`config.mk`:
```
export PLATFORM = sky130hd
export DESIGN_NAME = maglev_pd_controller_top
export DESIGN_NICKNAME = d
export VERILOG_FILES = /design/src/rtl/mpd_pkg.sv /design/src/rtl/mpd_front.sv /design/src/rtl/mpd_queue.sv /design/src/rtl/mpd_back.sv /design/src/rtl/maglev_pd_controller_top.sv
export SDC_FILE = /design/constraint.sdc
export NUM_CORES = 1
export LEC_CHECK = 0
export BUFFER_PORTS_ARGS = -buffer_cell sky130_fd_sc_hd__buf_2
export CORE_MARGIN = 3
export CORE_UTILIZATION = 65
export CTS_BUF_LIST = sky130_fd_sc_hd__clkbuf_4 sky130_fd_sc_hd__clkbuf_8
export DETAILED_ROUTE_END_ITERATION = 7
export PLACE_DENSITY = 0.81
export SYNTH_ARGS = -nofsm -noshare
export SYNTH_HDL_FRONTEND = slang
export SYNTH_SLANG_ARGS = --single-unit
```
`constraint.sdc`:
```
create_clock -name clk_i -period 7.89 [get_ports clk_i]
set_input_delay 1.1835 -clock clk_i [delete_from_list [all_inputs] [get_ports clk_i]]
set_output_delay 1.1835 -clock clk_i [all_outputs]
set_load 0.005 [all_outputs]
```
`src/rtl/mpd_pkg.sv`:
```
// shared types and constants of the maglev pd controller
// no dependencies, imported by every rtl module of the block
package mpd_pkg;

  localparam int unsigned SampleW  = 10;
  localparam int unsigned SumW     = 13;
  localparam int unsigned ErrW     = 11;
  localparam int unsigned DiffW    = 12;
  localparam int unsigned GainW    = 8;
  localparam int unsigned ProdW    = 21;
  localparam int unsigned DriveW   = 22;
  localparam int unsigned DutyW    = 8;
  localparam int unsigned CfgIdxW  = 2;
  localparam int unsigned DivSteps = ErrW;
  localparam int unsigned CntW     = $clog2(DivSteps + 1);

  // divide by five: n * 52429 >> 18 is exact for n below 43690
  localparam logic [15:0] RecipFive  = 16'd52429;
  localparam int unsigned RecipShift = 18;

  localparam logic [7:0]          PotScale     = 8'd182;
  localparam logic [SampleW-1:0]  PotFull      = 10'd1023;
  localparam logic [SampleW-1:0]  SetpointBase = 10'd508;
  localparam logic [SampleW-1:0]  SetpointKick = 10'd559;
  localparam logic [SampleW-1:0]  RestLimit    = 10'd2;
  localparam logic [SampleW-1:0]  StuckLimit   = 10'd290;
  localparam logic [DutyW-1:0]    StuckDrive   = 8'd40;
  localparam logic signed [DriveW-1:0] DriveMax = 22'sd255;
  localparam logic signed [DriveW-1:0] DriveMin = -22'sd255;

  localparam logic [GainW-1:0] PropDivReset  = 8'd3;
  localparam logic [GainW-1:0] DerivGainReset = 8'd10;

  typedef enum logic [CfgIdxW-1:0] {
    CFG_PROP_DIV   = 2'd0,
    CFG_DERIV_GAIN = 2'd1
  } mpd_cfg_idx_e;

  typedef enum logic [1:0] {
    B_IDLE,
    B_DIV,
    B_DONE
  } mpd_back_state_e;

  // one classified sample set, handed from front to back
  typedef struct packed {
    logic signed [ErrW-1:0] err;
    logic [SampleW-1:0]     field;
    logic                   stuck;
  } mpd_item_t;

  // queue status seen by the front and back
  typedef struct packed {
    logic full;
    logic empty;
  } mpd_q_status_t;

endpackage

```
`src/rtl/mpd_front.sv`:
```
// front end: accepts sample beats, averages sensors, maps setpoint, forms error
// depends on mpd_pkg
module mpd_front (
  input  logic                       clk_i,
  input  logic                       rst_ni,
  input  logic                       in_valid_i,
  output logic                       in_stall_o,
  input  logic [mpd_pkg::SampleW-1:0] sensor_a_i,
  input  logic [mpd_pkg::SampleW-1:0] sensor_b_i,
  input  logic [mpd_pkg::SampleW-1:0] sensor_c_i,
  input  logic [mpd_pkg::SampleW-1:0] sensor_d_i,
  input  logic [mpd_pkg::SampleW-1:0] sensor_e_i,
  input  logic [mpd_pkg::SampleW-1:0] pot_sample_i,
  input  mpd_pkg::mpd_q_status_t     q_status_i,
  output logic                       push_o,
  output mpd_pkg::mpd_item_t         item_o
);
  import mpd_pkg::*;

  logic               s1_valid_q, s1_valid_d;
  logic [SampleW-1:0] field_q, field_d;
  logic [7:0]         pot_off_q, pot_off_d;
  logic               accept;

  logic [SumW-1:0]    sum;
  logic [SumW+15:0]   sum_scaled;
  logic [17:0]        pot_prod;
  logic [7:0]         pot_q_est;
  logic [SampleW:0]   pot_rem;

  logic [SampleW-1:0]     setpoint;
  logic signed [ErrW-1:0] err;

  assign push_o     = s1_valid_q && !q_status_i.full;
  assign in_stall_o = s1_valid_q && q_status_i.full;
  assign accept     = in_valid_i && !in_stall_o;

  // sum / 5 by reciprocal multiply
  always_comb begin
    sum = SumW'(sensor_a_i) + SumW'(sensor_b_i) + SumW'(sensor_c_i)
        + SumW'(sensor_d_i) + SumW'(sensor_e_i);
    sum_scaled = (SumW+16)'(sum) * (SumW+16)'(RecipFive);
    field_d    = sum_scaled[RecipShift +: SampleW];
  end

  // pot * 182 / 1023: estimate with >> 10, remainder fix-up of at most one
  always_comb begin
    pot_prod  = 18'(pot_sample_i) * 18'(PotScale);
    pot_q_est = pot_prod[17:10];
    pot_rem   = (SampleW+1)'(pot_prod[9:0]) + (SampleW+1)'(pot_q_est);
    pot_off_d = (pot_rem >= (SampleW+1)'(PotFull)) ? pot_q_est + 8'd1 : pot_q_est;
  end

  always_comb begin
    s1_valid_d = accept ? 1'b1 : (push_o ? 1'b0 : s1_valid_q);
  end

  always_ff @(posedge clk_i or negedge rst_ni) begin
    if (!rst_ni) begin
      s1_valid_q <= 1'b0;
    end else begin
      s1_valid_q <= s1_valid_d;
    end
  end

  always_ff @(posedge clk_i) begin
    if (accept) begin
      field_q   <= field_d;
      pot_off_q <= pot_off_d;
    end
  end

  // magnet resting on the sensor gets a fixed kick setpoint
  always_comb begin
    setpoint     = (field_q <= RestLimit) ? SetpointKick
                                          : SampleW'(pot_off_q) + SetpointBase;
    err          = $signed(ErrW'(setpoint)) - $signed(ErrW'(field_q));
    item_o.err   = err;
    item_o.field = field_q;
    item_o.stuck = (field_q >= StuckLimit);
  end

endmodule

```
`src/rtl/mpd_queue.sv`:
```
// two-entry queue between front and back
// depends on mpd_pkg
module mpd_queue (
  input  logic                   clk_i,
  input  logic                   rst_ni,
  input  logic                   push_i,
  input  mpd_pkg::mpd_item_t     item_i,
  input  logic                   pop_i,
  output mpd_pkg::mpd_item_t     item_o,
  output mpd_pkg::mpd_q_status_t status_o
);
  import mpd_pkg::*;

  mpd_item_t  entry_q [2];
  logic       wr_ptr_q, wr_ptr_d;
  logic       rd_ptr_q, rd_ptr_d;
  logic [1:0] count_q, count_d;

  always_comb begin
    status_o.full  = (count_q == 2'd2);
    status_o.empty = (count_q == 2'd0);
    item_o         = entry_q[rd_ptr_q];
    wr_ptr_d       = push_i ? ~wr_ptr_q : wr_ptr_q;
    rd_ptr_d       = pop_i ? ~rd_ptr_q : rd_ptr_q;
    count_d        = count_q + 2'(push_i) - 2'(pop_i);
  end

  always_ff @(posedge clk_i or negedge rst_ni) begin
    if (!rst_ni) begin
      wr_ptr_q <= 1'b0;
      rd_ptr_q <= 1'b0;
      count_q  <= 2'd0;
    end else begin
      wr_ptr_q <= wr_ptr_d;
      rd_ptr_q <= rd_ptr_d;
      count_q  <= count_d;
    end
  end

  always_ff @(posedge clk_i) begin
    if (push_i) begin
      entry_q[wr_ptr_q] <= item_i;
    end
  end

  assert property (@(posedge clk_i) disable iff (!rst_ni) count_q != 2'd3)
    else $error("queue count out of range");
  assert property (@(posedge clk_i) disable iff (!rst_ni) pop_i |-> count_q != 2'd0)
    else $error("pop from empty queue");
  assert property (@(posedge clk_i) disable iff (!rst_ni)
                   push_i |-> count_q != 2'd2)
    else $error("push into full queue");

endmodule

```
`src/rtl/mpd_back.sv`:
```
// back end: serial divide for p term, d term multiply, saturation, stuck override, output register
// depends on mpd_pkg
module mpd_back (
  input  logic                       clk_i,
  input  logic                       rst_ni,
  input  mpd_pkg::mpd_q_status_t     q_status_i,
  input  mpd_pkg::mpd_item_t         item_i,
  output logic                       pop_o,
  input  logic [mpd_pkg::GainW-1:0]  divisor_i,
  input  logic [mpd_pkg::GainW-1:0]  gain_i,
  output logic                       out_valid_o,
  input  logic                       out_stall_i,
  output logic [mpd_pkg::DutyW-1:0]  duty_o,
  output logic                       reverse_o,
  output logic [mpd_pkg::SampleW-1:0] field_avg_o
);
  import mpd_pkg::*;

  mpd_back_state_e state_q, state_d;

  logic                    out_valid_q, out_valid_d;
  logic [DutyW-1:0]        duty_q;
  logic                    reverse_q;
  logic [SampleW-1:0]      field_out_q;

  logic signed [ErrW-1:0]  prev_q;
  logic                    neg_q;
  logic                    stuck_q;
  logic [SampleW-1:0]      field_q;
  logic [ErrW-1:0]         quo_q;
  logic [GainW-1:0]        rem_q;
  logic [CntW-1:0]         cnt_q;
  logic signed [ProdW-1:0] prod_q;

  logic                    load_out;
  logic                    out_free;
  logic [ErrW-1:0]         err_mag;
  logic signed [DiffW-1:0] diff;
  logic signed [ProdW-1:0] prod_d;
  logic [GainW:0]          shifted;
  logic                    fits;
  logic signed [DiffW-1:0] p_term;
  logic signed [DriveW-1:0] drive;
  logic signed [DriveW-1:0] drive_sat;
  logic [DutyW-1:0]        duty_d;
  logic                    reverse_d;

  // next state
  always_comb begin
    state_d = state_q;
    case (state_q)
      B_IDLE:  if (!q_status_i.empty) state_d = B_DIV;
      B_DIV:   if (cnt_q == CntW'(1)) state_d = B_DONE;
      B_DONE:  if (out_free) state_d = B_IDLE;
      default: state_d = B_IDLE;
    endcase
  end

  // control outputs
  always_comb begin
    out_free    = !out_valid_q || !out_stall_i;
    pop_o       = (state_q == B_IDLE) && !q_status_i.empty;
    load_out    = (state_q == B_DONE) && out_free;
    out_valid_d = load_out ? 1'b1 : ((out_valid_q && !out_stall_i) ? 1'b0 : out_valid_q);
  end

  // datapath
  always_comb begin
    err_mag = item_i.err[ErrW-1] ? ErrW'(-item_i.err) : ErrW'(item_i.err);
    diff    = DiffW'(item_i.err) - DiffW'(prev_q);
    prod_d  = ProdW'(diff) * $signed(ProdW'({1'b0, gain_i}));
    shifted = {rem_q, quo_q[ErrW-1]};
    fits    = shifted >= {1'b0, divisor_i};
    p_term  = neg_q ? -$signed({1'b0, quo_q}) : $signed({1'b0, quo_q});
    drive   = DriveW'(p_term) + DriveW'(prod_q);
    if (drive > DriveMax) begin
      drive_sat = DriveMax;
    end else if (drive < DriveMin) begin
      drive_sat = DriveMin;
    end else begin
      drive_sat = drive;
    end
    if (stuck_q) begin
      duty_d    = StuckDrive;
      reverse_d = 1'b0;
    end else begin
      reverse_d = drive_sat[DriveW-1];
      duty_d    = reverse_d ? DutyW'(-drive_sat) : DutyW'(drive_sat);
    end
  end

  always_ff @(posedge clk_i or negedge rst_ni) begin
    if (!rst_ni) begin
      state_q     <= B_IDLE;
      out_valid_q <= 1'b0;
      prev_q      <= '0;
    end else begin
      state_q     <= state_d;
      out_valid_q <= out_valid_d;
      if (pop_o) begin
        prev_q <= item_i.err;
      end
    end
  end

  always_ff @(posedge clk_i) begin
    if (pop_o) begin
      neg_q   <= item_i.err[ErrW-1];
      stuck_q <= item_i.stuck;
      field_q <= item_i.field;
      quo_q   <= err_mag;
      rem_q   <= '0;
      cnt_q   <= CntW'(DivSteps);
      prod_q  <= prod_d;
    end else if (state_q == B_DIV) begin
      rem_q <= fits ? GainW'(shifted - {1'b0, divisor_i}) : GainW'(shifted);
      quo_q <= {quo_q[ErrW-2:0], fits};
      cnt_q <= cnt_q - CntW'(1);
    end
    if (load_out) begin
      duty_q      <= duty_d;
      reverse_q   <= reverse_d;
      field_out_q <= field_q;
    end
  end

  assign out_valid_o = out_valid_q;
  assign duty_o      = duty_q;
  assign reverse_o   = reverse_q;
  assign field_avg_o = field_out_q;

  assert property (@(posedge clk_i) disable iff (!rst_ni)
                   state_q == B_DIV |-> cnt_q != '0)
    else $error("divide running with no steps left");
  assert property (@(posedge clk_i) disable iff (!rst_ni)
                   load_out && stuck_q |=> duty_q == StuckDrive && !reverse_q)
    else $error("stuck magnet drive not forced");
  assert property (@(posedge clk_i) disable iff (!rst_ni)
                   out_valid_q && reverse_q |-> duty_q != '0)
    else $error("reverse flagged with zero duty");

endmodule

```
`src/rtl/maglev_pd_controller_top.sv`:
```
// top level of the maglev pd controller: config registers, front, queue, back
// depends on mpd_pkg, mpd_front, mpd_queue, mpd_back
//
//  channel | direction | handshake                 | payload
//  --------+-----------+---------------------------+------------------------------------
//  in      | input     | in_valid_i / in_stall_o   | sensor_a_i..sensor_e_i, pot_sample_i
//  out     | output    | out_valid_o / out_stall_i | duty_o, reverse_o, field_avg_o
//  cfg     | input     | cfg_valid_i / cfg_ready_o | cfg_index_i, cfg_data_i
//
// an item sits in the front register (average and scaled pot offset; setpoint and error
// are formed on the way into the queue) and then in the queue, then passes the back:
// a pop, 11 steps of the restoring divider for the proportional term (one quotient
// bit a cycle), then add and saturate. the pop is made while the item is in the queue.
// the back's serial divider sets the sustained rate: the back pops a new item only when
// idle, once its last result has been loaded into the output register.
// the two-entry queue and the output register let the front keep taking beats while
// a result waits on out_stall_i. reset clears the pipeline and the previous error,
// and loads divisor 3 and gain 10. cfg writes are always taken (ready tied high).
module maglev_pd_controller_top (
  input  logic                        clk_i,
  input  logic                        rst_ni,
  // sample channel
  input  logic                        in_valid_i,
  output logic                        in_stall_o,
  input  logic [mpd_pkg::SampleW-1:0] sensor_a_i,
  input  logic [mpd_pkg::SampleW-1:0] sensor_b_i,
  input  logic [mpd_pkg::SampleW-1:0] sensor_c_i,
  input  logic [mpd_pkg::SampleW-1:0] sensor_d_i,
  input  logic [mpd_pkg::SampleW-1:0] sensor_e_i,
  input  logic [mpd_pkg::SampleW-1:0] pot_sample_i,
  // drive channel
  output logic                        out_valid_o,
  input  logic                        out_stall_i,
  output logic [mpd_pkg::DutyW-1:0]   duty_o,
  output logic                        reverse_o,
  output logic [mpd_pkg::SampleW-1:0] field_avg_o,
  // configuration write channel
  input  logic                        cfg_valid_i,
  output logic                        cfg_ready_o,
  input  logic [mpd_pkg::CfgIdxW-1:0] cfg_index_i,
  input  logic [mpd_pkg::GainW-1:0]   cfg_data_i
);
  import mpd_pkg::*;

  logic [GainW-1:0] prop_div_q;
  logic [GainW-1:0] deriv_gain_q;
  logic [GainW-1:0] divisor_eff;
  logic             cfg_write;

  mpd_item_t     front_item;
  mpd_item_t     queue_item;
  mpd_q_status_t q_status;
  logic          push;
  logic          pop;

  // config writes, unknown indexes are dropped
  assign cfg_ready_o = 1'b1;
  assign cfg_write   = cfg_valid_i && cfg_ready_o;

  always_ff @(posedge clk_i or negedge rst_ni) begin
    if (!rst_ni) begin
      prop_div_q   <= PropDivReset;
      deriv_gain_q <= DerivGainReset;
    end else if (cfg_write) begin
      case (cfg_index_i)
        CFG_PROP_DIV:   prop_div_q   <= cfg_data_i;
        CFG_DERIV_GAIN: deriv_gain_q <= cfg_data_i;
        default:        ;
      endcase
    end
  end

  // a zero divisor acts as one
  assign divisor_eff = (prop_div_q == '0) ? GainW'(1) : prop_div_q;

  mpd_front u_front (
    .clk_i        (clk_i),
    .rst_ni       (rst_ni),
    .in_valid_i   (in_valid_i),
    .in_stall_o   (in_stall_o),
    .sensor_a_i   (sensor_a_i),
    .sensor_b_i   (sensor_b_i),
    .sensor_c_i   (sensor_c_i),
    .sensor_d_i   (sensor_d_i),
    .sensor_e_i   (sensor_e_i),
    .pot_sample_i (pot_sample_i),
    .q_status_i   (q_status),
    .push_o       (push),
    .item_o       (front_item)
  );

  mpd_queue u_queue (
    .clk_i    (clk_i),
    .rst_ni   (rst_ni),
    .push_i   (push),
    .item_i   (front_item),
    .pop_i    (pop),
    .item_o   (queue_item),
    .status_o (q_status)
  );

  mpd_back u_back (
    .clk_i       (clk_i),
    .rst_ni      (rst_ni),
    .q_status_i  (q_status),
    .item_i      (queue_item),
    .pop_o       (pop),
    .divisor_i   (divisor_eff),
    .gain_i      (deriv_gain_q),
    .out_valid_o (out_valid_o),
    .out_stall_i (out_stall_i),
    .duty_o      (duty_o),
    .reverse_o   (reverse_o),
    .field_avg_o (field_avg_o)
  );

endmodule

```
# Word level (Yosys, flattened, before mapping)
# Memory sizes are Yosys's and may differ from the RTL's.
# Index checks and enable logic that the tools add are counted.
# classes
add_sub_neg,17
multipliers,3
order_cmp,6
n_eq_ne,8
n_mux,21
bitwise,2
n_reduce_logical,22
# op_table
cell,count
$mux 22,2
$add 13x10->13,3
$mux 11,3
$mux 8,4
$mul 13x16->28 const B,1
$add 12x21->22,1
$gt 22x9->1 const B,1
$lt 22x9->1 const B,1
$mul 12x9->21,1
$mul 10x7->17 const B,1
$mux 12,1
$neg 11->12,1
$sub 11x11->12,1
$add 10x10->11,1
$add 10x8->11,1
$ge 11x10->1 const B,1
$neg 11->11,1
$sub 10x10->11,1
$add 8x9->10 const B,1
$ge 10x9->1 const B,1
$le 10x2->1 const B,1
$mux 10,1
$ge 9x8->1,1
$add 8x1->8 const B,1
22 further kinds,47
# totals
ff_bits,128
ram_bits,44
inputBits,75
output_inout_bits,22
mem_count,1
# memory_table
name,depth,width,read_ports,rd_clocked_by_memory_dff,write_ports,line,text
u_queue.entry_q,2,22,1,0,1,mpd_queue.sv:14,mpd_item_t entry_q [2];

# Depth between registers and ports, before layout
# depth
word_depth,8
ltp_mapped,41
mapped_depth_nobuf,41

# Cells and area by module
# Synthesis repeated with hierarchy kept, for this count alone.
# unflattened
hier_cells,1937
hier_area_um2,19237.2
# by_module_without_submodules
mod,n_inst,cells_per_inst,area_per_inst_um2
mpd_back,1,1053,9658.0
mpd_front,1,755,7119.3
mpd_queue,1,83,1788.0
maglev_pd_controller_top,1,46,671.9

# Worst setup path before layout
# Ideal clock, no wire load.
# synth_timing
path_type,input to register
start,input port sensor_a_i[0] (netlist bit)
end,"register u_front.field_q[9], data pin"
setup_time_ns,0.260
t_arrival_ns,9.724
required_ns,7.630
slack_ns,-2.094
path_stages,40
path_buffers,0
cell_sequence,ha_1 > fa_1 > a21oi_1 > nor2_1 > nor2_1 > o21bai_1 > a21oi_1 > o21bai_1 > a21oi_1 > xnor2_1 > fa_1 > inv_1 > fa_1 > inv_1 > ha_1 > nand2_1 > o21ai_0 > a21oi_1 > (+4 left out) > inv_1 > fa_1 > fa_1 > inv_1 > fa_1 > fa_1 > inv_1 > ha_1 > a21o_1 > a21o_1 > a21oi_1 > o221ai_1 > o41ai_1 > o2111ai_1 > a21oi_1 > nor2b_1 > nor2_1 > xnor2_1
# synth_between
elab_chain_len,5
# synth_rtl
item,line,text
"start, declared",maglev_pd_controller_top.sv:25,"input logic [mpd_pkg::SampleW-1:0] sensor_a_i,"
$add 10x10->11,mpd_front.sv:40,sum = SumW'(sensor_a_i) + SumW'(sensor_b_i) + SumW'(sensor_c_i)
$add 13x10->13,mpd_front.sv:40,
$add 13x10->13 (2 in series),mpd_front.sv:41,+ SumW'(sensor_d_i) + SumW'(sensor_e_i);
$mul 13x16->28,mpd_front.sv:42,sum_scaled = (SumW+16)'(sum) * (SumW+16)'(RecipFive);
net u_front.sum_scaled[27],mpd_front.sv:26,logic [SumW+15:0] sum_scaled;
"end signal, assigned",mpd_front.sv:68,field_q <= field_d;
"end, declared",mpd_front.sv:21,"logic [SampleW-1:0] field_q, field_d;"
# The timed path passes the listed nets, and every way through them passes these cells.
# A chain may end at the register's enable or synchronous reset.

# Worst setup path in the final report
# layout_timing
start,input port sensor_a_i[0] (netlist bit)
end,"register u_front.field_q[6], data pin"
# Same word-level chain as after synthesis.

==> run metrics <==
status complete, but fails checks; failing checks setup timing; synthesized area 0.0185 mm^2; Max Clk Rate 110 MHz; WP data required 8.12 ns; grt ovf 0; non-filler cells, final 2,525; DP Area 0.0204 mm^2; # rows 61; Final period util 1.15; I/O pins 97; Critical Path Sink u_front.field_q[6]; Die X ~170 um; drt via density 5.67; r2r startpoint u_queue.rd_ptr_q; Yosys top cell area share 0.203; Critical Path Max Stage Delay between 0.5 and 0.6 ns; largest family of logic cells by synthesized area adder cells; largest net degree at the start of global routing 54; simple logic cell fraction of the synthesized area 0.116; worst hold slack 0.432 ns; Max FO, Critical Path 3; die height 175 um; Routed WL between 40,000 and 50,000 um; crit path launch type input pin; largest cells by area after synthesis edfxtp_1 (20%), fa_1 (18%), ha_1 (17%); net count after synthesis 2,404; setup slack, reg-to-reg 0.38 ns; DRC violation total after the first TritonRoute iteration 926; Seq/Total Area, Yosys 0.263; Synth Area in Adders 0.354; Clock Latency Late Sink 0.47 ns; Clock Sinks 172; M1 GR Usage 0.346; met3 Usage GRT 0.0330; Post-synth EDFFs ~130; Yosys reg bits 172; RSZ-0062 raised after global routing true; drt drc 0; initial antenna violation count 0; kind of critical path in2reg; Fillers 1,808; total global-route track usage 0.277; met2 Use GR 0.505; # placed instances 2,473; setup ws final -1.22 ns; die footprint 0.0305 mm^2; Syn Inst Count ~1,900; routed len/inst 16.8 um; Routed Antenna Nets 0; port bufs 95; Setup crit end kind register; clk buf depth 2; Most Crowded Layer GR met2; Storage cell area 0.00487 mm^2; min-delay worst type reg2reg; Synth Area in XOR/XNOR 0.0596; Slew Limit Fails 0; DRT Pass-1 Iters 5; Synth area leader edfxtp_1; Syn. warnings 0; mux cell area share after synthesis 0.0244; first-pass GRT wire length 69,000 um; skew final 0.0212 ns; Final Hold Fails 0; ys async rst share 0.203; Arr. time, crit path between 9 and 10 ns; Worst Setup SP sensor_a_i[0]; TritonCTS clock tree built; Period minus WS final 9.11 ns; Core ar. between 0.02 and 0.03 mm^2; Slowest cell on crit path fa_2; nets@finish 2,630; area growth from synthesis to layout 14.6%; area occupied by multi-input gates 0.0124 mm^2; CTS Root Cell clkbuf_8; H-tree depth 4; TritonCTS Buffers 17; fin area 0.0212 mm^2; capturing point of the worst reg2reg path u_back.prod_q[19]; Initial Utilization 0.663; fraction of layout cells with a size suffix above 1 0.176; prevailing post-synth register cell edfxtp_1; vias in the first global route 15,000; routability cong. 0.882; CTS clk-pin slew, worst paths 0.10 ns; Avg Inst Size Synth 9.70 um^2; Synth Area in Compound Gates 0.0973; setup_tns -10.09 ns; total number of vias about 14,000; r2r worst-path depth 28; Post-DP HPWL 33,100 um; n_diodes 0; final setup vio count 10; worst rel slew slack 0.233; maxcap violations 0; Yosys cell types 66; Slew @ Worst Pin between 1 and 1.5 ns
==> stage by stage <==
stage | util | worst slack [ns]
6_report | 0.759 | -1.22
5_1_grt | 0.759 | -1.55
4_1_cts | 0.752 | -1.07
3_5_place_dp | 0.730 | -1.89
3_3_place_gp | 0.730 | -1.48
2_1_floorplan | - | -1.28
==> layout make-up <==
class	instances	share of cell area
multi-input cells	1317	0.587
flip-flops and latches	172	0.230
repair buffers	238	0.0742
inverters	388	0.0688
well taps	378	0.0223
clock buffers	17	0.0110
clock inverters	15	0.00726
==> registers in the layout (all words and copies together) (netlist names), 10 cells and up <==
signal,cells
u_queue.entry_q,44
u_back.prod_q,21
u_back.prev_q,11
u_back.quo_q,11
u_back.field_avg_o,10
u_back.field_q,10
u_front.field_q,10
==> cell families after synthesis <==
logic type      count (synthesis)
compound gates                292
xor+xnor                      126
fa+ha+maj                     421
buf+inv                       419
flops                         172
mux                            42
other cells                     1
simple gates                  435
==> routing by layer <==
metal / wire, um / share of wire / vias to the layer above
li1: - / - / 6726
met1: 17100 / 0.40 / 7040
met2: 22300 / 0.52 / 440
met3: 1980 / 0.047 / 104
met4: 1150 / 0.027 / 0
met5: 0 / 0 / -
==> worst max-delay path, delay by kind of cell <==
| kind | cells | cell delay (ns) |
|---|---|---|
| AO/OA/AOI/OAI | 10 | 1.68 |
| XOR/XNOR | 3 | 0.44 |
| AND/OR/NAND/NOR | 6 | 0.85 |
| buffers and inverters | 9 | 0.74 |
| adder cells (fa/ha/maj) | 11 | 4.44 |
==> timing repair <==
action	4_1_cts	5_1_grt
resized for setup	25	27
setup buffers	15	5
pin swaps	45	43
endpoints found under the setup margin	10	11
gates cloned	0	0
hold buffers	0	0
==> worst min path at each step <==
stage                                  from                     to  depth (start not counted)
final                     u_back.field_q[3]  u_back.field_avg_o[3]                          0
after CTS                 u_back.field_q[3]  u_back.field_avg_o[3]                          0
after detailed placement  u_back.field_q[4]  u_back.field_avg_o[4]                          0
after floorplan           u_back.field_q[0]  u_back.field_avg_o[0]                          0
after global placement    u_back.field_q[9]  u_back.field_avg_o[9]                          0
after global routing      u_back.field_q[3]  u_back.field_avg_o[3]                          0
==> synth_stat cells, types with 21 or more instances <==
| cell | n |
|---|---|
| xor2_1 | 32 |
| dfrtp_1 | 31 |
| nand2_1 | 141 |
| nand3_1 | 28 |
| o21ai_0 | 95 |
| ha_1 | 250 |
| fa_1 | 171 |
| clkbuf_1 | 27 |
| mux2_2 | 25 |
| nor2_1 | 91 |
| and2_1 | 57 |
| inv_1 | 388 |
| edfxtp_1 | 125 |
| a21o_1 | 23 |
| a21oi_1 | 84 |
| xnor2_1 | 94 |
| nor2b_1 | 21 |
==> layout by cell type, fill, tap and decap left out, types with 18 or more instances in the layout <==
cell type	count
ha_1	237
o21ai_0	89
mux2_2	25
nor2_1	87
buf_2	93
nand3_1	28
fa_1	166
buf_4	140
xor2_1	31
a21o_1	23
nand2_1	139
inv_1	380
and2_1	56
xnor2_1	87
nor2b_1	20
a21oi_1	68
dfrtp_1	31
edfxtp_1	125
nand2b_1	18
nor3_1	19
Power is not shown: default switching activity piles up to over one toggle a cycle in this logic, so the estimate is an artifact.
